===== src/tlb_pkg.sv =====
package tlb_pkg;

   // default sizing
   localparam int TLB_MAX_TASKS = 32;
   localparam int TLB_MAX_EDGES = 256;

   // fixed field widths
   localparam int TLB_TASK_W     = 5;
   localparam int TLB_BATCH_W    = 5;
   localparam int TLB_COUNT_W    = 6;
   localparam int TLB_REQ_DATA_W = 16;
   localparam int TLB_RSP_DATA_W = 16;

   localparam logic [TLB_COUNT_W-1:0] TLB_TASK_COUNT_RESET = 6'd1;

   typedef enum logic [3:0] {
      ST_IDLE,
      ST_CHECK,
      ST_INC,
      ST_SCAN_INIT,
      ST_SCAN_RD,
      ST_SCAN_CHK,
      ST_DECIDE,
      ST_EMIT,
      ST_REL_RD,
      ST_REL_PEND,
      ST_REL_WR,
      ST_STATUS
   } state_type;

   // commands from the controller to the datapath
   typedef struct packed {
      logic capture;
      logic edge_commit;
      logic edge_drop;
      logic pend_inc;
      logic scan_clear;
      logic scan_read;
      logic scan_check;
      logic emit_start;
      logic emit_step;
      logic round_done;
      logic rel_start;
      logic rel_read;
      logic rel_check;
      logic rel_skip;
      logic rel_write;
      logic next_round;
      logic status_load;
   } cmd_type;

   // status from the datapath to the controller
   typedef struct packed {
      logic item_edge;
      logic item_last;
      logic item_ok;
      logic scan_end;
      logic any_left;
      logic any_ready;
      logic emit_end;
      logic emit_hit;
      logic out_free;
      logic rel_end;
      logic rel_hit;
   } sts_type;

endpackage


===== src/tlb_ctrl.sv =====
module tlb_ctrl (
   input  logic             clock,
   input  logic             reset,
   input  logic             req_tvalid,
   output logic             req_tready,
   input  tlb_pkg::sts_type sts,
   output tlb_pkg::cmd_type cmd
);
   import tlb_pkg::*;

   state_type state_ff;
   state_type state_in;

   always_ff @(posedge clock) begin
      if (reset) begin
         state_ff <= ST_IDLE;
      end else begin
         state_ff <= state_in;
      end
   end

   always_comb begin
      state_in   = state_ff;
      cmd        = '0;
      req_tready = 1'b0;
      unique case (state_ff)
         ST_IDLE: begin
            req_tready = 1'b1;
            if (req_tvalid) begin
               cmd.capture = 1'b1;
               state_in    = ST_CHECK;
            end
         end
         ST_CHECK: begin
            if (sts.item_edge && sts.item_ok) begin
               cmd.edge_commit = 1'b1;
               state_in        = ST_INC;
            end else begin
               cmd.edge_drop = sts.item_edge;
               state_in      = sts.item_last ? ST_SCAN_INIT : ST_IDLE;
            end
         end
         ST_INC: begin
            cmd.pend_inc = 1'b1;
            state_in     = sts.item_last ? ST_SCAN_INIT : ST_IDLE;
         end
         ST_SCAN_INIT: begin
            cmd.scan_clear = 1'b1;
            state_in       = ST_SCAN_RD;
         end
         ST_SCAN_RD: begin
            if (sts.scan_end) begin
               state_in = ST_DECIDE;
            end else begin
               cmd.scan_read = 1'b1;
               state_in      = ST_SCAN_CHK;
            end
         end
         ST_SCAN_CHK: begin
            cmd.scan_check = 1'b1;
            state_in       = ST_SCAN_RD;
         end
         ST_DECIDE: begin
            if (!sts.any_left || !sts.any_ready) begin
               state_in = ST_STATUS;
            end else begin
               cmd.emit_start = 1'b1;
               state_in       = ST_EMIT;
            end
         end
         ST_EMIT: begin
            if (sts.emit_end) begin
               cmd.round_done = 1'b1;
               cmd.rel_start  = 1'b1;
               state_in       = ST_REL_RD;
            end else if (!sts.emit_hit || sts.out_free) begin
               cmd.emit_step = 1'b1;
            end
         end
         ST_REL_RD: begin
            if (sts.rel_end) begin
               cmd.next_round = 1'b1;
               state_in       = ST_SCAN_INIT;
            end else begin
               cmd.rel_read = 1'b1;
               state_in     = ST_REL_PEND;
            end
         end
         ST_REL_PEND: begin
            if (sts.rel_hit) begin
               cmd.rel_check = 1'b1;
               state_in      = ST_REL_WR;
            end else begin
               cmd.rel_skip = 1'b1;
               state_in     = ST_REL_RD;
            end
         end
         ST_REL_WR: begin
            cmd.rel_write = 1'b1;
            state_in      = ST_REL_RD;
         end
         ST_STATUS: begin
            if (sts.out_free) begin
               cmd.status_load = 1'b1;
               state_in        = ST_IDLE;
            end
         end
         default: begin
            state_in = ST_IDLE;
         end
      endcase
   end

endmodule


===== src/tlb_dpath.sv =====
module tlb_dpath #(
   parameter int MAX_TASKS = tlb_pkg::TLB_MAX_TASKS,
   parameter int MAX_EDGES = tlb_pkg::TLB_MAX_EDGES
) (
   input  logic                                clock,
   input  logic                                reset,
   input  tlb_pkg::cmd_type                    cmd,
   output tlb_pkg::sts_type                    sts,
   input  logic [tlb_pkg::TLB_REQ_DATA_W-1:0]  req_tdata,
   input  logic                                req_tuser,
   input  logic                                req_tlast,
   input  logic                                csr_valid,
   input  logic [tlb_pkg::TLB_COUNT_W-1:0]     csr_data,
   input  logic                                rsp_tready,
   output logic                                rsp_tvalid,
   output logic [tlb_pkg::TLB_RSP_DATA_W-1:0]  rsp_tdata,
   output logic                                rsp_tuser,
   output logic                                rsp_tlast
);
   import tlb_pkg::*;

   localparam int TW  = $clog2(MAX_TASKS);
   localparam int CW  = $clog2(MAX_TASKS + 1);
   localparam int EAW = (MAX_EDGES > 1) ? $clog2(MAX_EDGES) : 1;
   localparam int NW  = $clog2(MAX_EDGES + 1);

   // configuration
   logic [TLB_COUNT_W-1:0] task_count_ff;

   // captured item
   logic [TLB_TASK_W-1:0]  src_ff;
   logic [TLB_TASK_W-1:0]  dst_ff;
   logic                   edge_ff;
   logic                   last_ff;

   // run state
   logic [NW-1:0]          total_ff;
   logic                   dropped_ff;
   logic [MAX_TASKS-1:0]   done_ff;
   logic [MAX_TASKS-1:0]   pend_vld_ff;
   logic [MAX_TASKS-1:0]   ready_ff;
   logic [TW-1:0]          last_ready_ff;
   logic                   any_left_ff;
   logic                   any_ready_ff;
   logic [CW-1:0]          task_i_ff;
   logic [NW-1:0]          rel_e_ff;
   logic [TLB_BATCH_W-1:0] batch_ff;

   // in-degree memory
   logic [NW-1:0]          pend_mem [MAX_TASKS];
   logic [NW-1:0]          pend_rdata_ff;
   logic                   pend_rvld_ff;
   logic [TW-1:0]          pend_addr_ff;

   // edge memory, target above source
   logic [2*TW-1:0]        edge_mem [MAX_EDGES];
   logic [2*TW-1:0]        edge_rd_ff;

   // output register
   logic                      rsp_valid_ff;
   logic [TLB_RSP_DATA_W-1:0] rsp_data_ff;
   logic                      rsp_user_ff;
   logic                      rsp_last_ff;

   logic [CW-1:0]  n_tasks;
   logic [TW-1:0]  edge_s;
   logic [TW-1:0]  edge_t;
   logic [TW-1:0]  pend_raddr;
   logic           pend_ren;
   logic [NW-1:0]  pend_val;
   logic           pend_we;
   logic [NW-1:0]  pend_wdata;
   logic           out_free;
   logic           load_out;
   logic [TW-1:0]  emit_idx;
   logic           emit_eob;

   assign n_tasks = (task_count_ff > TLB_COUNT_W'(MAX_TASKS)) ? CW'(MAX_TASKS)
                                                              : CW'(task_count_ff);
   assign edge_s   = edge_rd_ff[TW-1:0];
   assign edge_t   = edge_rd_ff[2*TW-1:TW];
   assign pend_val = pend_rvld_ff ? pend_rdata_ff : '0;
   assign emit_idx = task_i_ff[TW-1:0];
   assign emit_eob = (emit_idx == last_ready_ff);
   assign out_free = !rsp_valid_ff || rsp_tready;
   assign load_out = (cmd.emit_step && sts.emit_hit) || cmd.status_load;

   always_comb begin
      sts.item_edge = edge_ff;
      sts.item_last = last_ff;
      sts.item_ok   = ({1'b0, src_ff} < TLB_COUNT_W'(n_tasks)) &&
                      ({1'b0, dst_ff} < TLB_COUNT_W'(n_tasks)) &&
                      (total_ff < NW'(MAX_EDGES));
      sts.scan_end  = (task_i_ff == n_tasks);
      sts.any_left  = any_left_ff;
      sts.any_ready = any_ready_ff;
      sts.emit_end  = (task_i_ff > CW'(last_ready_ff));
      sts.emit_hit  = ready_ff[emit_idx];
      sts.out_free  = out_free;
      sts.rel_end   = (rel_e_ff == total_ff);
      sts.rel_hit   = ready_ff[edge_s];
   end

   // one read address for the in-degree memory
   always_comb begin
      pend_ren = cmd.edge_commit || cmd.scan_read || cmd.rel_check;
      if (cmd.edge_commit) begin
         pend_raddr = TW'(dst_ff);
      end else if (cmd.scan_read) begin
         pend_raddr = task_i_ff[TW-1:0];
      end else begin
         pend_raddr = edge_t;
      end
      pend_we    = cmd.pend_inc || (cmd.rel_write && (pend_val != '0));
      pend_wdata = cmd.pend_inc ? (pend_val + NW'(1)) : (pend_val - NW'(1));
   end

   always_ff @(posedge clock) begin
      if (cmd.capture) begin
         src_ff  <= req_tdata[TLB_TASK_W-1:0];
         dst_ff  <= req_tdata[2*TLB_TASK_W-1:TLB_TASK_W];
         edge_ff <= req_tuser;
         last_ff <= req_tlast;
      end
   end

   always_ff @(posedge clock) begin
      if (pend_ren) begin
         pend_rdata_ff <= pend_mem[pend_raddr];
         pend_rvld_ff  <= pend_vld_ff[pend_raddr];
         pend_addr_ff  <= pend_raddr;
      end
      if (pend_we) begin
         pend_mem[pend_addr_ff] <= pend_wdata;
      end
   end

   always_ff @(posedge clock) begin
      if (cmd.edge_commit) begin
         edge_mem[total_ff[EAW-1:0]] <= {TW'(dst_ff), TW'(src_ff)};
      end
      if (cmd.rel_read) begin
         edge_rd_ff <= edge_mem[rel_e_ff[EAW-1:0]];
      end
   end

   always_ff @(posedge clock) begin
      if (reset) begin
         task_count_ff <= TLB_TASK_COUNT_RESET;
         total_ff      <= '0;
         dropped_ff    <= 1'b0;
         done_ff       <= '0;
         pend_vld_ff   <= '0;
         ready_ff      <= '0;
         last_ready_ff <= '0;
         any_left_ff   <= 1'b0;
         any_ready_ff  <= 1'b0;
         task_i_ff     <= '0;
         rel_e_ff      <= '0;
         batch_ff      <= '0;
      end else begin
         if (csr_valid) begin
            task_count_ff <= csr_data;
         end
         if (cmd.edge_commit) begin
            total_ff <= total_ff + NW'(1);
         end
         if (cmd.edge_drop) begin
            dropped_ff <= 1'b1;
         end
         if (pend_we) begin
            pend_vld_ff[pend_addr_ff] <= 1'b1;
         end
         if (cmd.scan_clear) begin
            ready_ff      <= '0;
            last_ready_ff <= '0;
            any_left_ff   <= 1'b0;
            any_ready_ff  <= 1'b0;
            task_i_ff     <= '0;
         end
         if (cmd.scan_check) begin
            if (!done_ff[pend_addr_ff]) begin
               any_left_ff <= 1'b1;
               if (pend_val == '0) begin
                  ready_ff[pend_addr_ff] <= 1'b1;
                  last_ready_ff          <= pend_addr_ff;
                  any_ready_ff           <= 1'b1;
               end
            end
            task_i_ff <= task_i_ff + CW'(1);
         end
         if (cmd.emit_start) begin
            task_i_ff <= '0;
         end
         if (cmd.emit_step) begin
            task_i_ff <= task_i_ff + CW'(1);
         end
         if (cmd.round_done) begin
            done_ff <= done_ff | ready_ff;
         end
         if (cmd.rel_start) begin
            rel_e_ff <= '0;
         end
         if (cmd.rel_skip || cmd.rel_write) begin
            rel_e_ff <= rel_e_ff + NW'(1);
         end
         if (cmd.next_round) begin
            batch_ff <= batch_ff + TLB_BATCH_W'(1);
         end
         if (cmd.status_load) begin
            total_ff    <= '0;
            dropped_ff  <= 1'b0;
            done_ff     <= '0;
            pend_vld_ff <= '0;
            batch_ff    <= '0;
         end
      end
   end

   always_ff @(posedge clock) begin
      if (reset) begin
         rsp_valid_ff <= 1'b0;
      end else if (load_out) begin
         rsp_valid_ff <= 1'b1;
      end else if (rsp_tready) begin
         rsp_valid_ff <= 1'b0;
      end
   end

   always_ff @(posedge clock) begin
      if (load_out) begin
         if (cmd.status_load) begin
            rsp_data_ff <= {3'b000, dropped_ff, any_left_ff && !any_ready_ff, 1'b0,
                            TLB_BATCH_W'(0), TLB_TASK_W'(0)};
            rsp_user_ff <= 1'b1;
            rsp_last_ff <= 1'b1;
         end else begin
            rsp_data_ff <= {3'b000, 1'b0, 1'b0, emit_eob, batch_ff,
                            TLB_TASK_W'(task_i_ff)};
            rsp_user_ff <= 1'b0;
            rsp_last_ff <= 1'b0;
         end
      end
   end

   assign rsp_tvalid = rsp_valid_ff;
   assign rsp_tdata  = rsp_data_ff;
   assign rsp_tuser  = rsp_user_ff;
   assign rsp_tlast  = rsp_last_ff;

   ap_no_overwrite: assert property (@(posedge clock) disable iff (reset)
      load_out |-> out_free)
      else $error("result register loaded while a result still waits");

   ap_run_cleared: assert property (@(posedge clock) disable iff (reset)
      cmd.status_load |=> (total_ff == '0) && (done_ff == '0) && !dropped_ff)
      else $error("run state not cleared after status");

   ap_total_bound: assert property (@(posedge clock) disable iff (reset)
      total_ff <= NW'(MAX_EDGES))
      else $error("edge count beyond store capacity");

   ap_emit_not_done: assert property (@(posedge clock) disable iff (reset)
      (cmd.emit_step && sts.emit_hit) |-> !done_ff[emit_idx])
      else $error("completed task emitted again");

endmodule


===== src/topological_level_batcher_core.sv =====
// channel | dir | handshake               | payload
// req     | in  | req_tvalid / req_tready | tdata: source, target; tuser: edge; tlast
// rsp     | out | rsp_tvalid / rsp_tready | tdata: task, batch, flags; tuser: status; tlast
// csr     | in  | csr_valid / csr_ready   | csr_data: task_count
//
// an accepted edge is captured, checked and added to its target's in-degree, other items are
// only captured and checked; the last item also runs the batching; each round: in-degree scan
// (one memory read per task), decide, emission (may stall on the output), then release, which
// lowers each edge target's in-degree if its source was emitted; the in-degree memory and
// the edge memory each have one read port; reset is synchronous; in-degree entries carry valid
// bits, so there is no clearing pass; a waiting result sits in the output register while the block keeps working
module topological_level_batcher_core #(
   parameter int MAX_TASKS = tlb_pkg::TLB_MAX_TASKS,
   parameter int MAX_EDGES = tlb_pkg::TLB_MAX_EDGES
) (
   input  logic                               clock,
   input  logic                               reset,
   // item in
   input  logic                               req_tvalid,
   output logic                               req_tready,
   input  logic [tlb_pkg::TLB_REQ_DATA_W-1:0] req_tdata,  // source_task, target_task, zero pad
   input  logic                               req_tuser,  // edge_present
   input  logic                               req_tlast,  // last_edge
   // item out
   output logic                               rsp_tvalid,
   input  logic                               rsp_tready,
   output logic [tlb_pkg::TLB_RSP_DATA_W-1:0] rsp_tdata,  // task_index, batch_number,
                                                          // end_of_batch, cycle_found,
                                                          // edge_error, zero pad
   output logic                               rsp_tuser,  // is_status
   output logic                               rsp_tlast,  // last
   // task count register
   input  logic                               csr_valid,
   output logic                               csr_ready,
   input  logic [tlb_pkg::TLB_COUNT_W-1:0]    csr_data
);
   import tlb_pkg::*;

   cmd_type cmd;
   sts_type sts;

   // register writes land on the next clock edge
   assign csr_ready = 1'b1;

   // sequencer for load, scan, decide, emit, release and status phases
   tlb_ctrl u_ctrl (
      .clock      (clock),
      .reset      (reset),
      .req_tvalid (req_tvalid),
      .req_tready (req_tready),
      .sts        (sts),
      .cmd        (cmd)
   );

   // edge store, in-degree memory, masks and output register
   tlb_dpath #(
      .MAX_TASKS (MAX_TASKS),
      .MAX_EDGES (MAX_EDGES)
   ) u_dpath (
      .clock      (clock),
      .reset      (reset),
      .cmd        (cmd),
      .sts        (sts),
      .req_tdata  (req_tdata),
      .req_tuser  (req_tuser),
      .req_tlast  (req_tlast),
      .csr_valid  (csr_valid),
      .csr_data   (csr_data),
      .rsp_tready (rsp_tready),
      .rsp_tvalid (rsp_tvalid),
      .rsp_tdata  (rsp_tdata),
      .rsp_tuser  (rsp_tuser),
      .rsp_tlast  (rsp_tlast)
   );

endmodule

===== config.mk =====
export PLATFORM = sky130hd
export DESIGN_NAME = topological_level_batcher_core
export DESIGN_NICKNAME = d
export VERILOG_FILES = /design/src/tlb_pkg.sv /design/src/tlb_ctrl.sv /design/src/tlb_dpath.sv /design/src/topological_level_batcher_core.sv
export SDC_FILE = /design/constraint.sdc
export NUM_CORES = 2
export LEC_CHECK = 0
export BUFFER_PORTS_ARGS = -buffer_cell sky130_fd_sc_hd__clkbuf_2
export CORE_ASPECT_RATIO = 1.25
export CORE_MARGIN = 8
export CORE_UTILIZATION = 34
export DETAILED_ROUTE_END_ITERATION = 16
export PLACE_DENSITY = 0.59
export SETUP_SLACK_MARGIN = 0.4
export SKIP_LAST_GASP = 1
export SLEW_MARGIN = 20
export SYNTH_ARGS = -nofsm -noshare
export SYNTH_HDL_FRONTEND = slang
export SYNTH_SLANG_ARGS = --single-unit

===== constraint.sdc =====
create_clock -name clock -period 11.1 [get_ports clock]
set_clock_uncertainty 0.15 [all_clocks]
set_input_delay 0 -clock clock [delete_from_list [all_inputs] [get_ports clock]]
set_output_delay 0 -clock clock [all_outputs]
set_load 0.01 [all_outputs]

==> out/results.ini <==
[die]
initial_utilization=0.341
core_area_sq_um=350000
fp.dieW_um=546
ioPinCount=50
die_h_um=678
fp-row-count=243
die_area_sq_um=370000

[pwr]
p_comb_frac=0.039
swShare=0.213
power.leakage_nw=40.1
ir_drop_uv=116
p_per_area_nw_per_um2=175
clkPwrFrac=0.414
intPower_w=0.0186
p_seq_frac=0.546
p_switching_w=0.00506
total_power_w=0.0237

[detailed_routing]
antenna_left=0
dr.pass1.iters=6
routed_wl_um=295000
drt_iter0_drc=5199
via_per_inst=5.31
via_count=57200
remaining_drc_errors=0
routedWlPerCell_um=27.4

[critical_path]
cp.required_ns=11.56
critPathMaxFanout=55
arrival_ns=6.25
cp-end-kind=flip-flop
reg2reg_slack_ns=5.31
timing.rr.end=u_dpath.pend_rvld_ff
r2r_cells=17
worstSetupStartpointType=flip-flop
r2r_start=u_dpath.task_count_ff[5]
crit_type=flip-flop to flip-flop

[place]
dpl.hpwl_um=176000
gp_congestion=0.817
io_buffers=39

[timing]
setup_violations=0
hold_viol_final=0
drv_slew=0
period_minus_slack_ns=5.79
slew-limit-headroom=0.218
fin_hold_ws_ns=0.135
max_clock_freq_ghz=0.173
fin_crit_sh=0.522
setup_tns_ns=0
worst_pin_slew_ns=1.16
rsz0062_at_grt=no

[synth]
mappedNetlistArea_sq_um=119000
synth_top_area_frac=0.730
ys_ff_latch=3043
yosys.area.top_type=edfxtp_1
ys_seq_area_frac=0.754
synthTopCellsByCount=edfxtp_1 (2,899), mux4_2 (865), nor2_1 (512)
synthTopCellsByArea=edfxtp_1 (73%), mux4_2 (16%), dfxtp_1 (2.4%)
yosys_warnings=0
synth_cells=5713
synth_cell_type_count=83
yosysMostFrequentCell=edfxtp_1
async_reset_ff_frac=0
avgSynthCellArea_sq_um=20.9
ys.flop_type=edfxtp_1
synth_edf_count=2899

[clock_tree]
cts-root-buf=clkbuf_16
cts_made_buffers=293
cts_resized=0
clk_pin_slew_ns=0.06
clock-sinks=3043
cts_tree=done
clk_path_buf_depth=4
clk_latency_ns=0.85
htreeDepth=5

[min_path]
worstHoldStart=rsp_tready
min_to=u_dpath.rsp_tvalid
min_path_type=input port to flip-flop
hold_depth=5

[finish]
drive_gt1_frac=0.253
synthToLayoutAreaGrowth_pct=13.2
final_nets=5944

[global_route]
grt_first_pass_wirelength_um=429000
grt_pass1_vias=59100
antenna_found_initial=9
grt.overflow.total=0
grt_use_total=0.155
grt_max_degree=190

[status]
status=finished, final reports clean

[flow_run]
cap_violations=0

through the flow:
stage           util  setup WS, ns  area (sq um)  std cells
2_1_floorplan      -          4.02        119000       5715
3_3_place_gp   0.358          5.28        125000      10200
3_5_place_dp   0.358          5.31        125000      10200
4_1_cts        0.386          5.28        135000      10800
5_1_grt        0.386          4.97        135000      10800
6_report       0.386          5.31        135000      10800
cell usage in the layout (no fill, tap or decap), types with 16 or more instances in the layout:
master,synthesis,final
clkbuf_1,195,56
bufinv_16,0,25
inv_1,23,23
clkinv_2,0,38
o21ai_0,24,23
nand2_1,153,145
dfxtp_1,144,137
a22oi_1,53,53
mux4_2,865,865
nor2b_1,28,28
edfxtp_1,2899,2899
nand3_1,89,84
ha_1,27,27
clkinv_1,0,51
nor2_2,0,38
xor2_1,18,17
nand4_1,21,21
nor2_1,512,474
and3_1,17,17
buf_4,15,114
a21oi_1,95,94
clkbuf_2,0,39
dlygate4sd3_1,0,54
mux2i_1,132,132
a211oi_1,16,16
a31oi_1,18,17
nor3_1,22,22
clkbuf_16,0,296
how the worst max path moves through the flow:
stage,from,end,slack [ns],cells past startpoint
floorplan,u_dpath.dst_ff[3],u_dpath.edge_mem[110][0],4.02,10
global placement,u_dpath.task_count_ff[5],u_dpath.pend_rvld_ff,5.28,17
detailed placement,u_dpath.task_count_ff[5],u_dpath.pend_rvld_ff,5.31,17
CTS,u_dpath.task_count_ff[5],u_dpath.pend_rvld_ff,5.28,17
global route,u_dpath.task_count_ff[5],u_dpath.pend_rvld_ff,4.97,17
finish,u_dpath.task_count_ff[5],u_dpath.pend_rvld_ff,5.31,17
cell type report:
type	count	area (sq um)
flip-flops and latches	3043	90000
multi-input cells	2301	28100
well taps	4655	5820
diodes	5	12.5
clock buffers	358	7690
clock inverters	153	1530
inverters	26	100
fillers	31000	215000
repair buffers	222	1900
power groups by stage:
stage	logic (W)	clock network (W)	registers, W
final	0.000934	0.00981	0.0129
after global routing	0.00100	0.0104	0.0129
after CTS	0.000940	0.0100	0.0129
after detailed placement	0.000923	0	0.0132
after global placement	0.000878	0	0.0132
after floorplan	0.000310	0	0.0134
registers in the layout, summed over array words and instances (netlist names), 6 cells and up:
| register | count |
|---|---|
| u_dpath.edge_mem | 2560 |
| u_dpath.pend_rdata_ff | 9 |
| u_dpath.pend_mem | 288 |
| u_dpath.pend_vld_ff | 32 |
| u_dpath.task_count_ff | 6 |
| u_dpath.done_ff | 32 |
| u_dpath.rel_e_ff | 9 |
| u_dpath.rsp_tdata | 13 |
| u_dpath.edge_rd_ff | 10 |
| u_dpath.total_ff | 9 |
| u_dpath.task_i_ff | 6 |
| u_dpath.ready_ff | 32 |
kinds of logic (layout without fill, tap and decap cells):
group,Yosys count,after routing,share of synthesized area
AOI/OAI and AO/OA,312,312,0.0185
xor gates and xnor gates,34,34,0.00250
adders and majority gates,28,28,0.00300
buffers and inverters,371,759,0.0129
DFF,3043,3043,0.754
muxes,1006,1006,0.175
other,2,9,0.0000630
and+or+nand+nor,917,917,0.0339
worst max-delay path, cell delays in order, from the launching register on:
cell,delay (ns)
dfxtp_1,0.61
inv_2,0.15
nand2_1,0.13
ha_1,0.25
a2111oi_0,0.44
o21a_1,0.22
o311ai_2,0.11
buf_4,0.20
nor2_2,0.14
buf_4,0.37
o31ai_4,0.12
buf_4,0.30
inv_4,0.52
buf_4,0.68
mux2_1,0.39
a211oi_1,0.39
a31oi_1,0.08
and4bb_1,0.20
routing by layer:
| metal | wire [um] | track usage |
|---|---|---|
| met1 | 115000 | 0.195 |
| met2 | 152000 | 0.273 |
| met3 | 16000 | 0.0228 |
| met4 | 11600 | 0.0551 |
| met5 | 27 | 0 |
timing repair:
item                      in CTS  in global routing
setup buffers                  0                  0
hold endpoints to repair     105                  0
hold buffers                  54                  0
No activity file was read; power rests on OpenSTA's default activity.
